File: src/hw/rtl/hmtd_pkg.sv
// Shared types, constants and the divide-by-65535 helper for the
// humidity/temperature frame decoder. No dependencies.
`timescale 1ns / 1ps

package hmtd_pkg;

   // configuration register indexes
   typedef enum logic [1:0] {
      CSR_CRC_POLY   = 2'd0,
      CSR_CRC_INIT   = 2'd1,
      CSR_TEMP_OFS   = 2'd2,
      CSR_HUMI_OFS   = 2'd3
   } csr_index_type;

   localparam logic [7:0]         CRC_POLY_RESET = 8'h31;
   localparam logic [7:0]         CRC_INIT_RESET = 8'hFF;
   localparam logic signed [10:0] TEMP_OFS_RESET = -11'sd30;
   localparam logic signed [4:0]  HUMI_OFS_RESET = 5'sd1;

   // scale factors: raw * scale / 65535
   localparam logic [30:0] C_SCALE = 31'd17500;
   localparam logic [30:0] F_SCALE = 31'd31500;
   localparam logic [22:0] H_SCALE = 23'd100;
   // half of 65535, rounded down: rounds humidity half up
   localparam logic [22:0] H_BIAS  = 23'd32767;
   localparam logic [16:0] DIV_MOD = 17'd65535;

   localparam logic signed [16:0] C_BASE = 17'sd4500;
   localparam logic signed [16:0] F_BASE = 17'sd4900;

   typedef struct packed {
      logic [7:0]         crc_poly;
      logic [7:0]         crc_init;
      logic signed [10:0] temp_ofs;
      logic signed [4:0]  humi_ofs;
   } csr_type;

   // one decoded frame, front to back
   typedef struct packed {
      logic [15:0] temp_raw;
      logic [15:0] humi_raw;
      logic        temp_crc_ok;
      logic        humi_crc_ok;
   } frame_type;

   typedef struct packed {
      logic signed [14:0] temp_centi_c;
      logic signed [15:0] temp_centi_f;
      logic signed [7:0]  humidity_pct;
      logic               temp_crc_ok;
      logic               humi_crc_ok;
      logic               reading_valid;
   } rsp_type;

   typedef struct packed {
      logic [14:0] quo;
      logic        rem_nz;
   } div_type;

   // x / 65535 for x < 32768*65535: x = a*65535 + (a + b), and a + b < 2*65535
   function automatic div_type div65535(input logic [30:0] x);
      logic [16:0] s;
      logic        ge;
      div_type     d;
      s        = {2'b00, x[30:16]} + {1'b0, x[15:0]};
      ge       = (s >= DIV_MOD);
      d.quo    = x[30:16] + {14'd0, ge};
      d.rem_nz = ge ? (s != DIV_MOD) : (s != 17'd0);
      return d;
   endfunction

endpackage

File: src/hw/rtl/hmtd_fifo.sv
// Small register queue with count, used between front and back and on the
// result side. Depends on nothing.
`timescale 1ns / 1ps

module hmtd_fifo #(
   parameter int WIDTH = 8,
   parameter int DEPTH = 4
) (
   input  logic             clock,
   input  logic             reset,
   input  logic             wr_en,
   input  logic [WIDTH-1:0] wr_data,
   input  logic             rd_en,
   output logic [WIDTH-1:0] rd_data,
   output logic             empty,
   output logic             full
);
   localparam int PW = (DEPTH > 1) ? $clog2(DEPTH) : 1;
   localparam int CW = $clog2(DEPTH + 1);
   localparam logic [PW-1:0] PTR_LAST = PW'(DEPTH - 1);
   localparam logic [CW-1:0] CNT_FULL = CW'(DEPTH);

   logic [WIDTH-1:0] mem_ff [DEPTH];
   logic [PW-1:0]    wr_ptr_ff, wr_ptr_in, rd_ptr_ff, rd_ptr_in;
   logic [CW-1:0]    count_ff, count_in;
   logic             do_wr, do_rd;

   assign do_wr   = wr_en && !full;
   assign do_rd   = rd_en && !empty;
   assign empty   = (count_ff == '0);
   assign full    = (count_ff == CNT_FULL);
   assign rd_data = mem_ff[rd_ptr_ff];

   always_comb begin
      wr_ptr_in = wr_ptr_ff;
      rd_ptr_in = rd_ptr_ff;
      count_in  = count_ff;
      if (do_wr) begin
         wr_ptr_in = (wr_ptr_ff == PTR_LAST) ? '0 : wr_ptr_ff + 1'b1;
      end
      if (do_rd) begin
         rd_ptr_in = (rd_ptr_ff == PTR_LAST) ? '0 : rd_ptr_ff + 1'b1;
      end
      if (do_wr && !do_rd) begin
         count_in = count_ff + 1'b1;
      end else if (do_rd && !do_wr) begin
         count_in = count_ff - 1'b1;
      end
   end

   always_ff @(posedge clock) begin
      if (reset) begin
         wr_ptr_ff <= '0;
         rd_ptr_ff <= '0;
         count_ff  <= '0;
      end else begin
         wr_ptr_ff <= wr_ptr_in;
         rd_ptr_ff <= rd_ptr_in;
         count_ff  <= count_in;
      end
   end

   always_ff @(posedge clock) begin
      if (do_wr) begin
         mem_ff[wr_ptr_ff] <= wr_data;
      end
   end

endmodule

File: src/hw/rtl/hmtd_front.sv
// Byte sequencer: tracks frame position, runs the CRC-8 and assembles the
// raw words. Uses hmtd_pkg.
`timescale 1ns / 1ps

module hmtd_front (
   input  logic               clock,
   input  logic               reset,
   input  logic               byte_accept,
   input  logic [7:0]         rx_byte,
   input  logic               frame_start,
   input  hmtd_pkg::csr_type  csr,
   output logic               frame_push,
   output hmtd_pkg::frame_type frame
);
   import hmtd_pkg::*;

   typedef enum logic [5:0] {
      POS_T_HI = 6'b000001,
      POS_T_LO = 6'b000010,
      POS_T_CRC = 6'b000100,
      POS_H_HI = 6'b001000,
      POS_H_LO = 6'b010000,
      POS_H_CRC = 6'b100000
   } pos_type;

   pos_type     pos_ff, pos_in, cur_pos;
   logic [7:0]  crc_ff, crc_in;
   logic [15:0] temp_raw_ff, temp_raw_in;
   logic [15:0] humi_raw_ff, humi_raw_in;
   logic        temp_ok_ff, temp_ok_in;

   function automatic logic [7:0] crc8(input logic [7:0] crc, input logic [7:0] data,
                                       input logic [7:0] poly);
      logic [7:0] c;
      c = crc ^ data;
      for (int i = 0; i < 8; i++) begin
         c = c[7] ? ({c[6:0], 1'b0} ^ poly) : {c[6:0], 1'b0};
      end
      return c;
   endfunction

   always_comb begin
      pos_in      = pos_ff;
      crc_in      = crc_ff;
      temp_raw_in = temp_raw_ff;
      humi_raw_in = humi_raw_ff;
      temp_ok_in  = temp_ok_ff;
      frame_push  = 1'b0;
      cur_pos     = frame_start ? POS_T_HI : pos_ff;
      if (byte_accept) begin
         unique case (cur_pos)
            POS_T_HI: begin
               crc_in            = crc8(csr.crc_init, rx_byte, csr.crc_poly);
               temp_raw_in[15:8] = rx_byte;
               pos_in            = POS_T_LO;
            end
            POS_T_LO: begin
               crc_in           = crc8(crc_ff, rx_byte, csr.crc_poly);
               temp_raw_in[7:0] = rx_byte;
               pos_in           = POS_T_CRC;
            end
            POS_T_CRC: begin
               temp_ok_in = (crc_ff == rx_byte);
               pos_in     = POS_H_HI;
            end
            POS_H_HI: begin
               crc_in            = crc8(csr.crc_init, rx_byte, csr.crc_poly);
               humi_raw_in[15:8] = rx_byte;
               pos_in            = POS_H_LO;
            end
            POS_H_LO: begin
               crc_in           = crc8(crc_ff, rx_byte, csr.crc_poly);
               humi_raw_in[7:0] = rx_byte;
               pos_in           = POS_H_CRC;
            end
            POS_H_CRC: begin
               frame_push = 1'b1;
               pos_in     = POS_T_HI;
            end
            default: begin
               // unreachable codes restart as a first byte
               crc_in            = crc8(csr.crc_init, rx_byte, csr.crc_poly);
               temp_raw_in[15:8] = rx_byte;
               pos_in            = POS_T_LO;
            end
         endcase
      end
   end

   assign frame.temp_raw    = temp_raw_ff;
   assign frame.humi_raw    = humi_raw_ff;
   assign frame.temp_crc_ok = temp_ok_ff;
   assign frame.humi_crc_ok = (crc_ff == rx_byte);

   always_ff @(posedge clock) begin
      if (reset) begin
         pos_ff <= POS_T_HI;
         crc_ff <= CRC_INIT_RESET;
      end else begin
         pos_ff <= pos_in;
         crc_ff <= crc_in;
      end
   end

   always_ff @(posedge clock) begin
      temp_raw_ff <= temp_raw_in;
      humi_raw_ff <= humi_raw_in;
      temp_ok_ff  <= temp_ok_in;
   end

endmodule

File: src/hw/rtl/hmtd_back.sv
// Conversion pipeline: scale multiply, divide by 65535, add offsets, truncate
// temperatures toward zero and round humidity half up. Uses hmtd_pkg.
`timescale 1ns / 1ps

module hmtd_back (
   input  logic                clock,
   input  logic                reset,
   input  hmtd_pkg::csr_type   csr,
   input  logic                frame_avail,
   input  hmtd_pkg::frame_type frame,
   output logic                frame_pop,
   input  logic                rsp_full,
   output logic                rsp_push,
   output hmtd_pkg::rsp_type   rsp
);
   import hmtd_pkg::*;

   // stage 1: products
   logic        s1_valid_ff;
   logic [30:0] s1_prod_c_ff, s1_prod_f_ff;
   logic [22:0] s1_prod_h_ff;
   logic        s1_tok_ff, s1_hok_ff, s1_rdv_ff;
   // stage 2: quotients
   logic        s2_valid_ff;
   div_type     s2_div_c_ff, s2_div_f_ff;
   logic [6:0]  s2_quo_h_ff;
   logic        s2_tok_ff, s2_hok_ff, s2_rdv_ff;

   logic        advance;
   div_type     div_c, div_f, div_h;
   logic signed [16:0] sum_c, sum_f, res_c, res_f;
   logic signed [7:0]  hum;

   // hold the whole pipe while the last stage cannot drain
   assign advance   = !(s2_valid_ff && rsp_full);
   assign frame_pop = advance && frame_avail;
   assign rsp_push  = s2_valid_ff && !rsp_full;

   always_ff @(posedge clock) begin
      if (reset) begin
         s1_valid_ff <= 1'b0;
         s2_valid_ff <= 1'b0;
      end else if (advance) begin
         s1_valid_ff <= frame_avail;
         s2_valid_ff <= s1_valid_ff;
      end
   end

   assign div_c = div65535(s1_prod_c_ff);
   assign div_f = div65535(s1_prod_f_ff);
   assign div_h = div65535({8'd0, s1_prod_h_ff});

   always_ff @(posedge clock) begin
      if (advance) begin
         s1_prod_c_ff <= {15'd0, frame.temp_raw} * C_SCALE;
         s1_prod_f_ff <= {15'd0, frame.temp_raw} * F_SCALE;
         s1_prod_h_ff <= {7'd0, frame.humi_raw} * H_SCALE + H_BIAS;
         s1_tok_ff    <= frame.temp_crc_ok;
         s1_hok_ff    <= frame.humi_crc_ok;
         s1_rdv_ff    <= (frame.temp_raw != 16'h0000) && (frame.temp_raw != 16'hFFFF);
         s2_div_c_ff  <= div_c;
         s2_div_f_ff  <= div_f;
         s2_quo_h_ff  <= div_h.quo[6:0];
         s2_tok_ff    <= s1_tok_ff;
         s2_hok_ff    <= s1_hok_ff;
         s2_rdv_ff    <= s1_rdv_ff;
      end
   end

   // a negative sum with a fraction left over rounds up toward zero
   always_comb begin
      sum_c = $signed({2'b00, s2_div_c_ff.quo}) + 17'(csr.temp_ofs) - C_BASE;
      sum_f = $signed({2'b00, s2_div_f_ff.quo}) + 17'(csr.temp_ofs) - F_BASE;
      res_c = (sum_c[16] && s2_div_c_ff.rem_nz) ? sum_c + 17'sd1 : sum_c;
      res_f = (sum_f[16] && s2_div_f_ff.rem_nz) ? sum_f + 17'sd1 : sum_f;
      hum   = $signed({1'b0, s2_quo_h_ff}) + 8'(csr.humi_ofs);
   end

   assign rsp.temp_centi_c  = s2_rdv_ff ? res_c[14:0] : '0;
   assign rsp.temp_centi_f  = s2_rdv_ff ? res_f[15:0] : '0;
   assign rsp.humidity_pct  = s2_rdv_ff ? hum : '0;
   assign rsp.temp_crc_ok   = s2_tok_ff;
   assign rsp.humi_crc_ok   = s2_hok_ff;
   assign rsp.reading_valid = s2_rdv_ff;

endmodule

File: src/hw/rtl/humidity_temp_frame_decoder.sv
// Channel   | Handshake              | Payload
// ----------+------------------------+------------------------------------------
// request   | push / full            | req_rx_byte, req_frame_start
// response  | empty / pop            | rsp_temp_centi_c/_f, rsp_humidity_pct, flags
// csr write | valid / ready          | csr_index, csr_wdata (ready always high)
//
// One byte is taken every cycle while full is low; the sixth byte of a frame
// queues the frame, whose response then passes a two-stage multiply/divide pipe.
// Reset is synchronous and needs no clearing pass.
// A frame queue between sequencer and pipe lets the byte side keep going
// while responses are held; full rises only when that queue is full.
// Top level: CSR register file, byte sequencer, frame queue, conversion pipe
// and response queue. Uses hmtd_pkg, hmtd_front, hmtd_fifo, hmtd_back.
`timescale 1ns / 1ps

module humidity_temp_frame_decoder #(
   parameter int FRAME_DEPTH = 4,
   parameter int RSP_DEPTH   = 2
) (
   input  logic               clock,
   input  logic               reset,
   input  logic               push,
   output logic               full,
   input  logic [7:0]         req_rx_byte,
   input  logic               req_frame_start,
   output logic               empty,
   input  logic               pop,
   output logic signed [14:0] rsp_temp_centi_c,
   output logic signed [15:0] rsp_temp_centi_f,
   output logic signed [7:0]  rsp_humidity_pct,
   output logic               rsp_temp_crc_ok,
   output logic               rsp_humi_crc_ok,
   output logic               rsp_reading_valid,
   input  logic               valid,
   output logic               ready,
   input  logic [1:0]         csr_index,
   input  logic [10:0]        csr_wdata
);
   import hmtd_pkg::*;

   csr_type   csr_ff, csr_in;
   frame_type front_frame, back_frame;
   rsp_type   back_rsp, head_rsp;
   logic      byte_accept, frame_push, frame_empty, frame_full, frame_pop;
   logic      rsp_push, rsp_full;

   assign ready = 1'b1;

   always_comb begin
      csr_in = csr_ff;
      if (valid) begin
         unique case (csr_index_type'(csr_index))
            CSR_CRC_POLY: csr_in.crc_poly = csr_wdata[7:0];
            CSR_CRC_INIT: csr_in.crc_init = csr_wdata[7:0];
            CSR_TEMP_OFS: csr_in.temp_ofs = $signed(csr_wdata);
            CSR_HUMI_OFS: csr_in.humi_ofs = $signed(csr_wdata[4:0]);
            default:      csr_in = csr_ff;
         endcase
      end
   end

   always_ff @(posedge clock) begin
      if (reset) begin
         csr_ff.crc_poly <= CRC_POLY_RESET;
         csr_ff.crc_init <= CRC_INIT_RESET;
         csr_ff.temp_ofs <= TEMP_OFS_RESET;
         csr_ff.humi_ofs <= HUMI_OFS_RESET;
      end else begin
         csr_ff <= csr_in;
      end
   end

   assign byte_accept = push && !full;
   assign full        = frame_full;

   hmtd_front u_front (
      .clock       (clock),
      .reset       (reset),
      .byte_accept (byte_accept),
      .rx_byte     (req_rx_byte),
      .frame_start (req_frame_start),
      .csr         (csr_ff),
      .frame_push  (frame_push),
      .frame       (front_frame)
   );

   hmtd_fifo #(
      .WIDTH ($bits(frame_type)),
      .DEPTH (FRAME_DEPTH)
   ) u_frame_q (
      .clock   (clock),
      .reset   (reset),
      .wr_en   (frame_push),
      .wr_data (front_frame),
      .rd_en   (frame_pop),
      .rd_data (back_frame),
      .empty   (frame_empty),
      .full    (frame_full)
   );

   hmtd_back u_back (
      .clock       (clock),
      .reset       (reset),
      .csr         (csr_ff),
      .frame_avail (!frame_empty),
      .frame       (back_frame),
      .frame_pop   (frame_pop),
      .rsp_full    (rsp_full),
      .rsp_push    (rsp_push),
      .rsp         (back_rsp)
   );

   hmtd_fifo #(
      .WIDTH ($bits(rsp_type)),
      .DEPTH (RSP_DEPTH)
   ) u_rsp_q (
      .clock   (clock),
      .reset   (reset),
      .wr_en   (rsp_push),
      .wr_data (back_rsp),
      .rd_en   (pop),
      .rd_data (head_rsp),
      .empty   (empty),
      .full    (rsp_full)
   );

   assign rsp_temp_centi_c  = head_rsp.temp_centi_c;
   assign rsp_temp_centi_f  = head_rsp.temp_centi_f;
   assign rsp_humidity_pct  = head_rsp.humidity_pct;
   assign rsp_temp_crc_ok   = head_rsp.temp_crc_ok;
   assign rsp_humi_crc_ok   = head_rsp.humi_crc_ok;
   assign rsp_reading_valid = head_rsp.reading_valid;

endmodule

File: config.mk
export PLATFORM = sky130hd
export DESIGN_NAME = humidity_temp_frame_decoder
export DESIGN_NICKNAME = d
export VERILOG_FILES = /design/src/hw/rtl/hmtd_pkg.sv /design/src/hw/rtl/hmtd_fifo.sv /design/src/hw/rtl/hmtd_front.sv /design/src/hw/rtl/hmtd_back.sv /design/src/hw/rtl/humidity_temp_frame_decoder.sv
export SDC_FILE = /design/constraint.sdc
export NUM_CORES = 1
export LEC_CHECK = 0
export BUFFER_PORTS_ARGS = -buffer_cell sky130_fd_sc_hd__clkbuf_2
export CAP_MARGIN = 10
export CORE_ASPECT_RATIO = 1.75
export CORE_MARGIN = 4
export CORE_UTILIZATION = 50
export CTS_CLUSTER_SIZE = 12
export DETAILED_ROUTE_END_ITERATION = 7
export GPL_TIMING_DRIVEN = 0
export PLACE_DENSITY = 0.68
export SYNTH_ARGS = -nofsm -noshare
export SYNTH_HDL_FRONTEND = slang
export SYNTH_HIERARCHICAL = 1
export SYNTH_SLANG_ARGS = --single-unit
export TNS_END_PERCENT = 5
File: constraint.sdc
create_clock -name clock -period 6.1 [get_ports clock]
set_clock_uncertainty 0.2 [all_clocks]
set_input_delay 1.22 -clock clock [delete_from_list [all_inputs] [get_ports clock]]
set_output_delay 1.22 -clock clock [all_outputs]
set_load 0.05 [all_outputs]
* Yosys cells after proc, flatten, opt, wreduce, memory -nomap -nowiden
Memory sizes are Yosys's and may differ from the RTL's. A register that Yosys moved wholly into a read port is not among the register bits. Cells that the tools add are included.
Storage, ports and cells: flip-flop bits (word level) 218, RAM bits 220, memories 2
Memory list:
- u_frame_q.mem_ff | words 4, width 34, read ports 1, clocked after Yosys merged registers in 1, write ports 1, line hmtd_fifo.sv:23 | logic [WIDTH-1:0] mem_ff [DEPTH];
- u_rsp_q.mem_ff | words 2, width 42, read ports 1, clocked after Yosys merged registers in 1, write ports 1, line hmtd_fifo.sv:23
Operators by class: add/sub/neg operators 22, multiply operators 3, $lt $le $gt $ge 3, equal/unequal tests 16, mux-type cells 44, bitwise operators 20, reduce and logical (&&, ||, !) cells 45
Operator list (number):
- 8-bit bitwise XOR | 18
- 8-bit two-way mux | 17
- 16-bit by 13-bit multiplier with 29-bit output, second input constant | 2
- 17-bit by 16-bit >= comparator with 1-bit output, second input constant | 3
- 15-bit by 16-bit adder with 17-bit output | 2
- 16-bit by 11-bit adder with 17-bit output | 2
- 17-bit by 16-bit inequality test with 1-bit output, second input constant | 2
- 17-bit nonzero test | 2
- 17-bit by 14-bit subtractor with 17-bit output, second input constant | 2
- 16-bit two-way mux | 2
- 15-bit by 1-bit adder with 15-bit output | 2
- 15-bit two-way mux | 2
- 6-bit one-hot mux with 5 select lines | 1
- 23-bit by 15-bit adder with 23-bit output, second input constant | 1
- 16-bit by 5-bit multiplier with 21-bit output, second input constant | 1
- 2-bit AND reduction | 10
- 7-bit by 16-bit adder with 17-bit output | 1
- 16-bit by 2-bit adder with 16-bit output, second input constant | 1
- 16-bit inequality test, second input constant | 1
- 8-bit one-hot mux with 2 select lines | 1
- 16-bit nonzero test | 1
- 15-bit by 2-bit adder with 15-bit output, second input constant | 1
- 1-bit logical AND | 15
- 1-bit two-way mux | 12
- 26 further kinds | 51

* Logic depth before layout (Yosys ltp)
Gate-level depths: netlist of the first run.
depth after elaboration 18, mapped depth 22, depth with buffers taken out 20

* Hierarchy
Netlist of the first run, hierarchy kept.
Modules (own cells, without submodules):
- hmtd_back | times used 1, cells an instance 1875, area each 18159.9 µm², sequential area each 3703.6 µm²
- hmtd_fifo (u_frame_q) | times used 1, cells an instance 228, area each 5397.7 µm², sequential area each 4264.1 µm²
- hmtd_front | times used 1, cells an instance 583, area each 4929.7 µm², sequential area each 1271.2 µm²
- hmtd_fifo (u_rsp_q) | times used 1, cells an instance 156, area each 3238.1 µm², sequential area each 2622.5 µm²
- humidity_temp_frame_decoder | times used 1, cells an instance 132, area each 1308.8 µm², sequential area each 640.6 µm²

* Worst setup path after synthesis of the first run
Ideal clock, no wire load.
kind register to register, start point reg (tool-made name), end point reg u_back.s1_prod_f_ff[30] (data pin), arrival 5.854 ns, data required time 5.641 ns, setup slack -0.213 ns, cell stages (with the launch flop) 21, path buffers 2, clock period less this slack 6.313 ns, path through dfxtp_1 > buf_4 > buf_4 > mux4_2 > fa_1 > inv_1 > fa_1 > fa_1 > fa_1 > fa_1 > inv_1 > ha_1 > a21o_1 > a21oi_1 > o21bai_1 > a2111oi_0 > o211ai_1 > a31oi_1 > o21ai_0 > a21oi_1 > xnor2_1
RTL lines:
- end signal, assigned | line hmtd_back.sv:56 | s1_prod_f_ff <= {15'd0, frame.temp_raw} * F_SCALE;
- end, declared | line hmtd_back.sv:20 | logic [30:0] s1_prod_c_ff, s1_prod_f_ff;

==> flow_summary.json, run 1 <==
{
  "yosys_warnings": 6,
  "grt_first_pass_wirelength_microns": 131000,
  "p_leak_nw": 15.4,
  "ios": 72,
  "cp_top_family": "adder cells",
  "fin_cells": 4059,
  "drc_errors": 0,
  "finalSetupTns_ns": -0.473,
  "drv_cap": 0,
  "path_clk_slew_ns": 0.06,
  "yosys.area_share.xor_xnor": 0.0823,
  "area_delta_synth_final_pct": 11.3,
  "num_vias": 23084,
  "cts_made_buffers": 44,
  "post-route-period-util": 1.02,
  "setup_viol": 5,
  "synth-seq-area-share": 0.378,
  "detailed_place_hpwl_microns": 68300,
  "drive_gt1_frac": 0.129,
  "hold_class": "reg2reg",
  "setup_slack_ns": -0.145,
  "worstMarginPinSlew_ns": 0.973,
  "initial_core_util": 0.505,
  "root_buffer": "clkbuf_16",
  "hold_violations": 0,
  "die_w_microns": 202,
  "intPower_mw": 5.47,
  "yosys.area_share.adder": 0.221,
  "cts_buffer_depth": 3,
  "violations": "negative setup slack",
  "synthCells": 2974,
  "crit_path_max_fanout": 7,
  "fp-row-count": 124,
  "crit_buf_inv": 7,
  "critPathSlowestCell": "mux4_2",
  "start_kind": "flip-flop",
  "antennaDiodeCount": 0,
  "ys_dominant_reg_cell": "edfxtp_1",
  "syn-num-nets": 3503,
  "die_y_microns": 348,
  "p_seq_frac": 0.415,
  "status": "finished, violations left",
  "final_nets": 3675,
  "track_usage": 0.237,
  "drt-total-wl_microns": 84900,
  "netlist_area_sq_mm": 0.0330,
  "drv_slew": 0,
  "path_cells": "buf_8 > buf_12 > mux4_2 > fa_1 > inv_2 > fa_1 > fa_1 > fa_1 > fa_1 > inv_2 > ha_4 > a21o_1 > a21oi_2 > o21bai_2 > a2111oi_4 > o211ai_1 > a31oi_1 > buf_4 > buf_4 > buf_4 > xnor2_2",
  "ir_drop_v": 0.000355,
  "grt_max_degree": 66,
  "synth-edff-count": 375,
  "insertion_delay_ns": 0.57,
  "synth.distinct_cells": 116,
  "ys_ff_latch": 437,
  "synth.avg_cell_area_sq_um": 11.1,
  "clkSinkCount": 437,
  "gp_congestion": 0.999,
  "cp.required_ns": 6.21,
  "first_iter_violations": 1126,
  "slew_headroom": 0.352,
  "synth_mux_area_frac": 0.0542,
  "p_comb_frac": 0.266,
  "io_buffers": 70,
  "grt_pass1_vias": 24668,
  "overflow": 0,
  "placed_cell_area_sq_mm": 0.0346,
  "max_freq_mhz": 160,
  "n_fill_cell": 5603,
  "rsz0062_at_grt": "yes",
  "yosys.area_share.simple": 0.112,
  "critPathArrivalTime_ns": 6.35,
  "cellPowerDensity_mw_per_mm2": 216,
  "clkPwrFrac": 0.319,
  "antenna_found_initial": 1,
  "viasPerCell": 5.69,
  "synthArstFlopShare": 0,
  "slowest_delay_ns": 0.60,
  "dp.cells": 3931,
  "coreArea_sq_mm": 0.0655,
  "avgRoutedWirePerCell_microns": 20.9,
  "p_sw_mw": 2.47,
  "post-route-cell-area_sq_mm": 0.0368,
  "cts_hold_buf": 0,
  "min_period_ns": 6.25,
  "cpMostUsedCell": "fa_1",
  "cts_max_level": 2,
  "path_class": "reg2reg",
  "first_pass_iters": 5,
  "die-area_sq_mm": 0.0704,
  "synth_top_family_by_area": "adder cells",
  "netSwitchingFraction": 0.311,
  "synth_compound_area_frac": 0.0998,
  "cts_tree": "done",
  "end_kind": "flip-flop",
  "ant_nets": 0
}
-- cells in the mapped netlist, types with 5 or more instances --
library cell | n | area (sq um)
ha_1 | 364 | 4550
o21ai_1 | 16 | 80.1
or3_1 | 22 | 138
or4_1 | 8 | 60.1
nand3_1 | 67 | 335
nand2_1 | 143 | 537
and3_1 | 27 | 169
o211ai_1 | 13 | 97.6
xnor3_1 | 12 | 270
a21oi_1 | 116 | 581
xnor2_1 | 179 | 1570
nand3b_1 | 9 | 67.6
mux2i_1 | 53 | 531
buf_4 | 10 | 75.1
a2111oi_0 | 8 | 70.1
xor2_1 | 85 | 744
a41oi_1 | 6 | 52.6
clkbuf_1 | 47 | 176
a21o_1 | 52 | 390
nor3_1 | 48 | 240
o211a_1 | 9 | 90.1
nor2_1 | 184 | 691
nor3b_1 | 13 | 97.6
edfxtp_1 | 375 | 11300
mux4_2 | 34 | 766
o21a_1 | 26 | 195
nand2b_1 | 35 | 219
dfxtp_1 | 62 | 1240
o21bai_1 | 19 | 143
a211oi_1 | 17 | 128
inv_1 | 354 | 1330
nor4_1 | 25 | 156
mux2_2 | 44 | 495
fa_1 | 138 | 2760
buf_2 | 14 | 70.1
o21ai_0 | 74 | 370
nor2b_1 | 21 | 131
a211o_1 | 12 | 105
and3b_1 | 5 | 43.8
and4_1 | 8 | 70.1
a31oi_1 | 20 | 125
o31ai_1 | 8 | 60.1
and2_1 | 28 | 175
nand4_1 | 31 | 194
-- worst paths after layout --
path,startpoint,end,slack (ns),cells past startpoint
setup reg to reg,flip-flop,u_back/s1_prod_f_ff[24],-0.15,21
hold / removal,u_back/s1_rdv_ff,u_back/s2_rdv_ff,0.22,0
hold reg to reg,u_back/s1_rdv_ff,u_back/s2_rdv_ff,0.22,0
setup / recovery,flip-flop,u_back/s1_prod_f_ff[24],-0.15,21
-- worst reg2reg max path, stage by stage, from the launching register on --
cell and delay [ns]:
dfxtp_2 0.33, buf_8 0.13, buf_12 0.13, mux4_2 0.60, fa_1 0.59, inv_2 0.04, fa_1 0.45, fa_1 0.52
fa_1 0.44, fa_1 0.59, inv_2 0.06, ha_4 0.24, a21o_1 0.17, a21oi_2 0.15, o21bai_2 0.11, a2111oi_4 0.31
o211ai_1 0.25, a31oi_1 0.29, buf_4 0.15, buf_4 0.09, buf_4 0.10, xnor2_2 0.07
-- through the flow --
step	utilization	hold WS (ns)	total power [mW]	setup WS, ns
3_3_place_gp	0.527	0.203	5.43	-0.676
4_1_cts	0.558	0.219	8.00	-0.0450
3_5_place_dp	0.529	0.208	5.46	-0.704
6_report	0.561	0.221	7.95	-0.145
5_1_grt	0.561	0.225	8.26	-0.284
2_1_floorplan	-	0.200	4.92	0.0141
-- sequential cells by signal (all words and copies together), names as in the netlist, 2 cells and up, named ones only --
register             count
csr_ff                  32
u_back/s1_prod_c_ff     27
u_back/s1_prod_f_ff     29
u_back/s1_prod_h_ff     21
u_back/s2_div_c_ff      16
u_back/s2_div_f_ff      16
u_back/s2_quo_h_ff       7
u_frame_q/count_ff       3
u_frame_q/mem_ff       136
u_frame_q/rd_ptr_ff      2
u_frame_q/wr_ptr_ff      2
u_front/crc_ff           8
u_front/humi_raw_ff     16
u_front/pos_ff           6
u_front/temp_raw_ff     16
u_rsp_q/count_ff         2
u_rsp_q/mem_ff          84
-- what timing repair did --
| action | CTS | global route |
|---|---|---|
| setup buffers | 44 | 7 |
| setup endpoints to repair | 26 | 21 |
| pin swaps | 33 | 29 |
| gates resized for setup | 62 | 28 |
-- power by group through the flow --
stage	Combinational, mW	Clock, mW	Sequential (mW)
global route	2.25	2.71	3.30
detailed placement	2.09	0	3.36
global placement	2.07	0	3.36
finish	2.12	2.53	3.30
floorplan	1.57	0	3.35
CTS	2.11	2.59	3.30
-- layer usage --
layer,global-route usage,routed length (microns),vias to the layer above
li1,-,-,10960
met4,0.161,7100,0
met5,0,0,-
met3,0.0235,2600,275
met2,0.482,47600,598
met1,0.216,27600,11251
-- cells in the final DEF, fill, tap and decap left out, types with 54 or more instances in the layout --
cell type,synthesis,layout
dfxtp_1,62,61
clkbuf_2,0,70
nor2_1,184,184
xnor2_1,179,177
inv_1,354,339
a21oi_1,116,106
edfxtp_1,375,375
o21ai_0,74,69
clkbuf_1,47,69
fa_1,138,132
buf_4,10,54
ha_1,364,351
xor2_1,85,83
nand2_1,143,141
nand3_1,67,67
-- cell type report --
class / instances / area, sq um / share of cell area
multi-input cells: 2105 / 19200 / 0.522
flip-flops and latches: 437 / 12500 / 0.340
inverters: 357 / 1360 / 0.0370
clock buffers: 71 / 1240 / 0.0338
well taps: 882 / 1100 / 0.0300
repair buffers: 126 / 867 / 0.0236
plain buffers: 75 / 410 / 0.0112
clock inverters: 6 / 81.3 / 0.00221
-- cell families after synthesis --
family          count (synthesis)
xor+xnor                      283
flops                         437
other cells                     1
compound gates                473
buf+inv                       432
mux                           131
fa+ha+maj                     502
simple gates                  715
(Power assumes the default switching activity.)
==> inputs of run 2 (changes only) <==
--- a/config.mk
+++ b/config.mk
@@ -14,6 +14,7 @@
 export DETAILED_ROUTE_END_ITERATION = 7
 export GPL_TIMING_DRIVEN = 0
 export PLACE_DENSITY = 0.68
+export SKIP_CTS_REPAIR_TIMING = 1
 export SYNTH_ARGS = -nofsm -noshare
 export SYNTH_HDL_FRONTEND = slang
 export SYNTH_HIERARCHICAL = 1
==> run 2 against run 1 <==
Compared with the run above:
- the flow still finishes with violations (negative setup slack)
- global-route usage down 0.29 points
- sequential power about the same
- sequential share of layout area down 0.062 points
- critical endpoint is now u_back/s1_prod_c_ff[23]
==> flow_summary.json, run 2 (same netlist as run 1, synthesis figures left out) <==
{
  "fp-row-count": 124,
  "first_pass_iters": 5,
  "p_leak_nw": 15.5,
  "detailed_place_hpwl_microns": 68300,
  "ir_drop_v": 0.000354,
  "layout_common_cells": "edfxtp_1 (375), ha_1 (354), inv_1 (336), nor2_1 (184), xnor2_1 (177)",
  "coreArea_sq_mm": 0.0655,
  "grt_max_degree": 66,
  "drv_slew": 0,
  "setup_slack_ns": -0.160,
  "grt_pass1_vias": 24379,
  "mostFrequentLayoutCell": "edfxtp_1",
  "ant_nets": 0,
  "viasPerCell": 5.66,
  "insertion_delay_ns": 0.57,
  "antennaDiodeCount": 0,
  "drt-total-wl_microns": 84100,
  "path_class": "reg2reg",
  "avgRoutedWirePerCell_microns": 20.6,
  "cellPowerDensity_mw_per_mm2": 216,
  "grt_first_pass_wirelength_microns": 129000,
  "drive_gt1_frac": 0.134,
  "hold_start": "u_back/s1_rdv_ff",
  "io_buffers": 70,
  "setup_viol": 3,
  "cts_tree": "done",
  "largest_reg_flops": 136,
  "placed_cell_area_sq_mm": 0.0346,
  "slowest_delay_ns": 0.62,
  "crit_buf_inv": 3,
  "cp.required_ns": 6.19,
  "critPathSlowestCell": "mux4_2",
  "crit_path_max_fanout": 8,
  "post-route-cell-area_sq_mm": 0.0368,
  "num_vias": 23074,
  "hold_class": "reg2reg",
  "path_clk_slew_ns": 0.06,
  "post-route-period-util": 1.03,
  "cp_top_family": "adder cells",
  "drv_cap": 0,
  "slew_headroom": 0.352,
  "die_y_microns": 348,
  "end_kind": "flip-flop",
  "max_flop_register": "u_frame_q/mem_ff",
  "track_usage": 0.235,
  "cts_made_buffers": 44,
  "cts_buffer_depth": 3,
  "worstMarginPinSlew_ns": 0.972,
  "status": "finished, violations left",
  "reg.largest.list": "u_frame_q/mem_ff: 136 flops, u_rsp_q/mem_ff: 84 flops, csr_ff: 32 flops",
  "gp_congestion": 0.999,
  "fin_cells": 4080,
  "max_freq_mhz": 160,
  "first_iter_violations": 1104,
  "antenna_found_initial": 1,
  "area_delta_synth_final_pct": 11.5,
  "rsz0062_at_grt": "yes",
  "clkSinkCount": 437,
  "ios": 72,
  "min_period_ns": 6.26,
  "initial_core_util": 0.505,
  "fin_total_pwr_mw": 7.95,
  "hold_violations": 0,
  "die-area_sq_mm": 0.0704,
  "overflow": 0,
  "start_kind": "flip-flop",
  "cts_max_level": 2,
  "violations": "negative setup slack",
  "n_fill_cell": 5601,
  "die_w_microns": 202,
  "drc_errors": 0,
  "path_cells": "buf_8 > buf_12 > mux4_2 > clkinvlp_4 > ha_1 > fa_1 > ha_1 > fa_1 > fa_1 > ha_2 > a21o_1 > a21o_1 > a22o_1 > a311oi_2 > or3_4 > o21ai_0 > a21o_1 > a311oi_2 > xnor2_1",
  "final_nets": 3696,
  "critPathArrivalTime_ns": 6.35,
  "root_buffer": "clkbuf_16",
  "dp.cells": 3931
}
-- run 2: changes by cell type in the layout (fill, tap and decap cells not counted), sizes merged --
cell / change
buf: +22
clkbuf: -1
-- run 2: path summary, 6_finish.rpt --
check	slack (ns)	cells after the start	to
worst max-delay path	-0.16	19	u_back/s1_prod_c_ff[23]
worst min-delay path	0.22	0	u_back/s2_rdv_ff
worst max register to register	-0.16	19	u_back/s1_prod_c_ff[23]
worst min register to register	0.22	0	u_back/s2_rdv_ff
-- run 2: area by class of cell --
class	count	area, sq um	share of cell area
well taps	882	1100	0.0300
flip-flops and latches	437	12500	0.340
multi-input cells	2105	19100	0.519
plain buffers	75	415	0.0113
clock buffers	71	1240	0.0337
repair buffers	147	1010	0.0275
clock inverters	6	81.3	0.00221
inverters	357	1360	0.0370
-- run 2: metrics by stage --
| step | utilization | worst slack (ns) | hold WS (ns) | setup TNS (ns) |
|---|---|---|---|---|
| final | 0.562 | -0.160 | 0.223 | -0.219 |
| after global routing | 0.562 | -0.320 | 0.225 | -2.87 |
| after CTS | 0.549 | -0.734 | 0.219 | -10.79 |
| after detailed placement | 0.529 | -0.704 | 0.208 | -10.40 |
| after global placement | 0.527 | -0.676 | 0.203 | -10.66 |
| after floorplan | - | 0.0141 | 0.200 | 0 |
-- run 2: layer usage --
| metal | part of all wire | track usage | up-vias |
|---|---|---|---|
| met4 | 0.081 | 0.151 | 0 |
| met1 | 0.32 | 0.214 | 11218 |
| met3 | 0.032 | 0.0225 | 267 |
| met5 | 0 | 0 | - |
| li1 | - | - | 11013 |
| met2 | 0.56 | 0.479 | 576 |
-- run 2: power by group --
part / total, mW / leakage [nW] / internal [mW] / switching [mW]
sequential: 3.30 / 4.07 / 3.26 / 0.0399
clock: 2.53 / 0.633 / 1.43 / 1.10
combinational: 2.12 / 10.8 / 0.781 / 1.33
==> inputs of run 3 (changes only) <==
--- a/config.mk
+++ b/config.mk
@@ -13,7 +13,7 @@
 export CTS_CLUSTER_SIZE = 12
 export DETAILED_ROUTE_END_ITERATION = 7
 export GPL_TIMING_DRIVEN = 0
-export PLACE_DENSITY = 0.68
+export PLACE_DENSITY = 0.66
 export SKIP_CTS_REPAIR_TIMING = 1
 export SYNTH_ARGS = -nofsm -noshare
 export SYNTH_HDL_FRONTEND = slang
==> constraint.sdc (replaced) <==
create_clock -name clock -period 7.2 [get_ports clock]
set_clock_uncertainty 0.2 [all_clocks]
set_input_delay 1.44 -clock clock [delete_from_list [all_inputs] [get_ports clock]]
set_output_delay 1.44 -clock clock [all_outputs]
set_load 0.05 [all_outputs]
==> run 3 against run 2 <==
Compared with the run above:
- the run now ends clean
- utilization fell by 1.3 points
- register-to-register slack improved by 0.43 ns
- clock power fell by 15%
- global-route usage fell by 0.21 points
- die area did not move
- critical endpoint is now u_back/s1_prod_f_ff[27]
- combinational power fell by 16%
- clock-buffer cell count rose by 1
- maximum frequency fell by 9.7%
- sequential power fell by 15%
- wire length fell by 1.6%
- worst hold slack got worse by 0.0080 ns
==> flow_summary.json, run 3 (same netlist as run 1, synthesis figures left out) <==
{
  "slew_headroom": 0.332,
  "start_kind": "flip-flop",
  "multiInputGateArea_sq_mm": 0.0188,
  "post-route-period-util": 0.963,
  "end_kind": "flip-flop",
  "num_vias": 22769,
  "drt-total-wl_microns": 82800,
  "hold_class": "reg2reg",
  "grt_max_degree": 65,
  "coreArea_sq_mm": 0.0655,
  "status": "finished, final reports clean",
  "drv_cap": 0,
  "drc_errors": 0,
  "die_w_microns": 202,
  "area_delta_synth_final_pct": 8.96,
  "drv_slew": 0,
  "die_y_microns": 348,
  "cts_buffer_depth": 3,
  "path_class": "reg2reg",
  "overflow": 0,
  "first_iter_violations": 1228,
  "mostFrequentLayoutCell": "edfxtp_1",
  "regArea_sq_mm": 0.0125,
  "p_leak_nw": 15.2,
  "avgRoutedWirePerCell_microns": 20.6,
  "ios": 72,
  "viasPerCell": 5.67,
  "insertion_delay_ns": 0.59,
  "layout_common_cells": "edfxtp_1 (375), ha_1 (364), inv_1 (352), nor2_1 (184), xnor2_1 (179)",
  "die-area_sq_mm": 0.0704,
  "final_nets": 3631,
  "reg.largest.list": "u_frame_q/mem_ff: 136 flops, u_rsp_q/mem_ff: 84 flops, csr_ff: 32 flops",
  "grt_first_pass_wirelength_microns": 129000,
  "min_period_ns": 6.93,
  "cts_max_level": 2,
  "ant_nets": 0,
  "ir_drop_v": 0.000318,
  "post-route-cell-area_sq_mm": 0.0360,
  "critPathArrivalTime_ns": 7.14,
  "max_flop_register": "u_frame_q/mem_ff",
  "io_buffers": 70,
  "hold_violations": 0,
  "antenna_found_initial": 0,
  "track_usage": 0.232,
  "detailed_place_hpwl_microns": 67600,
  "rrSetupSlack_ns": 0.27,
  "initial_core_util": 0.505,
  "n_fill_cell": 5660,
  "root_buffer": "clkbuf_16",
  "grt_pass1_vias": 23837,
  "clkSinkCount": 437,
  "worstMarginPinSlew_ns": 1.00,
  "path_clk_slew_ns": 0.06,
  "antennaDiodeCount": 0,
  "drive_gt1_frac": 0.0966,
  "cts_tree": "done",
  "cts_made_buffers": 44,
  "cellPowerDensity_mw_per_mm2": 187,
  "placed_cell_area_sq_mm": 0.0346,
  "rsz0062_at_grt": "no",
  "max_freq_mhz": 144,
  "fp-row-count": 124,
  "cp.required_ns": 7.41,
  "first_pass_iters": 5,
  "whs_ns": 0.215,
  "gp_congestion": 1.02,
  "setup_viol": 0,
  "largest_reg_flops": 136,
  "crit_path_max_fanout": 10
}
run 3: routing by layer:
metal	wire length, microns	up-vias	GRT usage
met5	0	-	0
met4	5680	0	0.140
met3	2450	221	0.0221
met2	47200	514	0.473
met1	27500	11160	0.219
li1	-	10874	-
run 3: where the power goes:
group / internal, mW / switching (mW)
clock: 1.22 / 0.936
combinational: 0.662 / 1.13
sequential: 2.76 / 0.0347
run 3: area by class of cell:
cell class | instances | share of cell area
Buffer | 75 | 0.0100
Timing Repair Buffer | 82 | 0.0136
Inverter | 357 | 0.0375
Clock buffer | 72 | 0.0347
Tap cell | 882 | 0.0307
Sequential cell | 437 | 0.347
Multi-Input combinational cell | 2105 | 0.523
Clock inverter | 8 | 0.00289
run 3: worst max-delay path, stage by stage, from the launching register on:
cell,delay (ns)
dfxtp_1,0.30
buf_4,0.20
buf_4,0.31
mux4_2,0.73
fa_1,0.51
fa_1,0.51
inv_1,0.06
fa_1,0.54
fa_1,0.48
fa_1,0.55
inv_1,0.05
ha_1,0.37
a21o_1,0.18
a21o_1,0.16
a21o_1,0.20
a21oi_1,0.21
a2bb2oi_1,0.23
o21ai_1,0.14
or4_1,0.46
a211o_1,0.28
o211ai_1,0.10
run 3: path summary, 6_finish.rpt:
| kind | endpoint | start | depth (start not counted) |
|---|---|---|---|
| setup / recovery | u_back/s1_prod_f_ff[27] | flip-flop | 20 |
| hold / removal | u_back/s2_tok_ff | u_back/s1_tok_ff | 0 |
| setup reg to reg | u_back/s1_prod_f_ff[27] | flip-flop | 20 |
| hold reg to reg | u_back/s2_tok_ff | u_back/s1_tok_ff | 0 |
run 3: metrics by stage:
| stage | power (mW) | TNS, ns | util | worst slack [ns] | instances |
|---|---|---|---|---|---|
| final | 6.74 | 0 | 0.550 | 0.268 | 4018 |
| after global routing | 7.01 | 0 | 0.550 | 0.0114 | 4018 |
| after CTS | 6.79 | -0.857 | 0.549 | -0.242 | 4011 |
| after detailed placement | 4.62 | -0.688 | 0.528 | -0.207 | 3931 |
| after global placement | 4.60 | -0.425 | 0.527 | -0.167 | 3926 |
| after floorplan | 4.17 | 0 | - | 0.887 | 2974 |
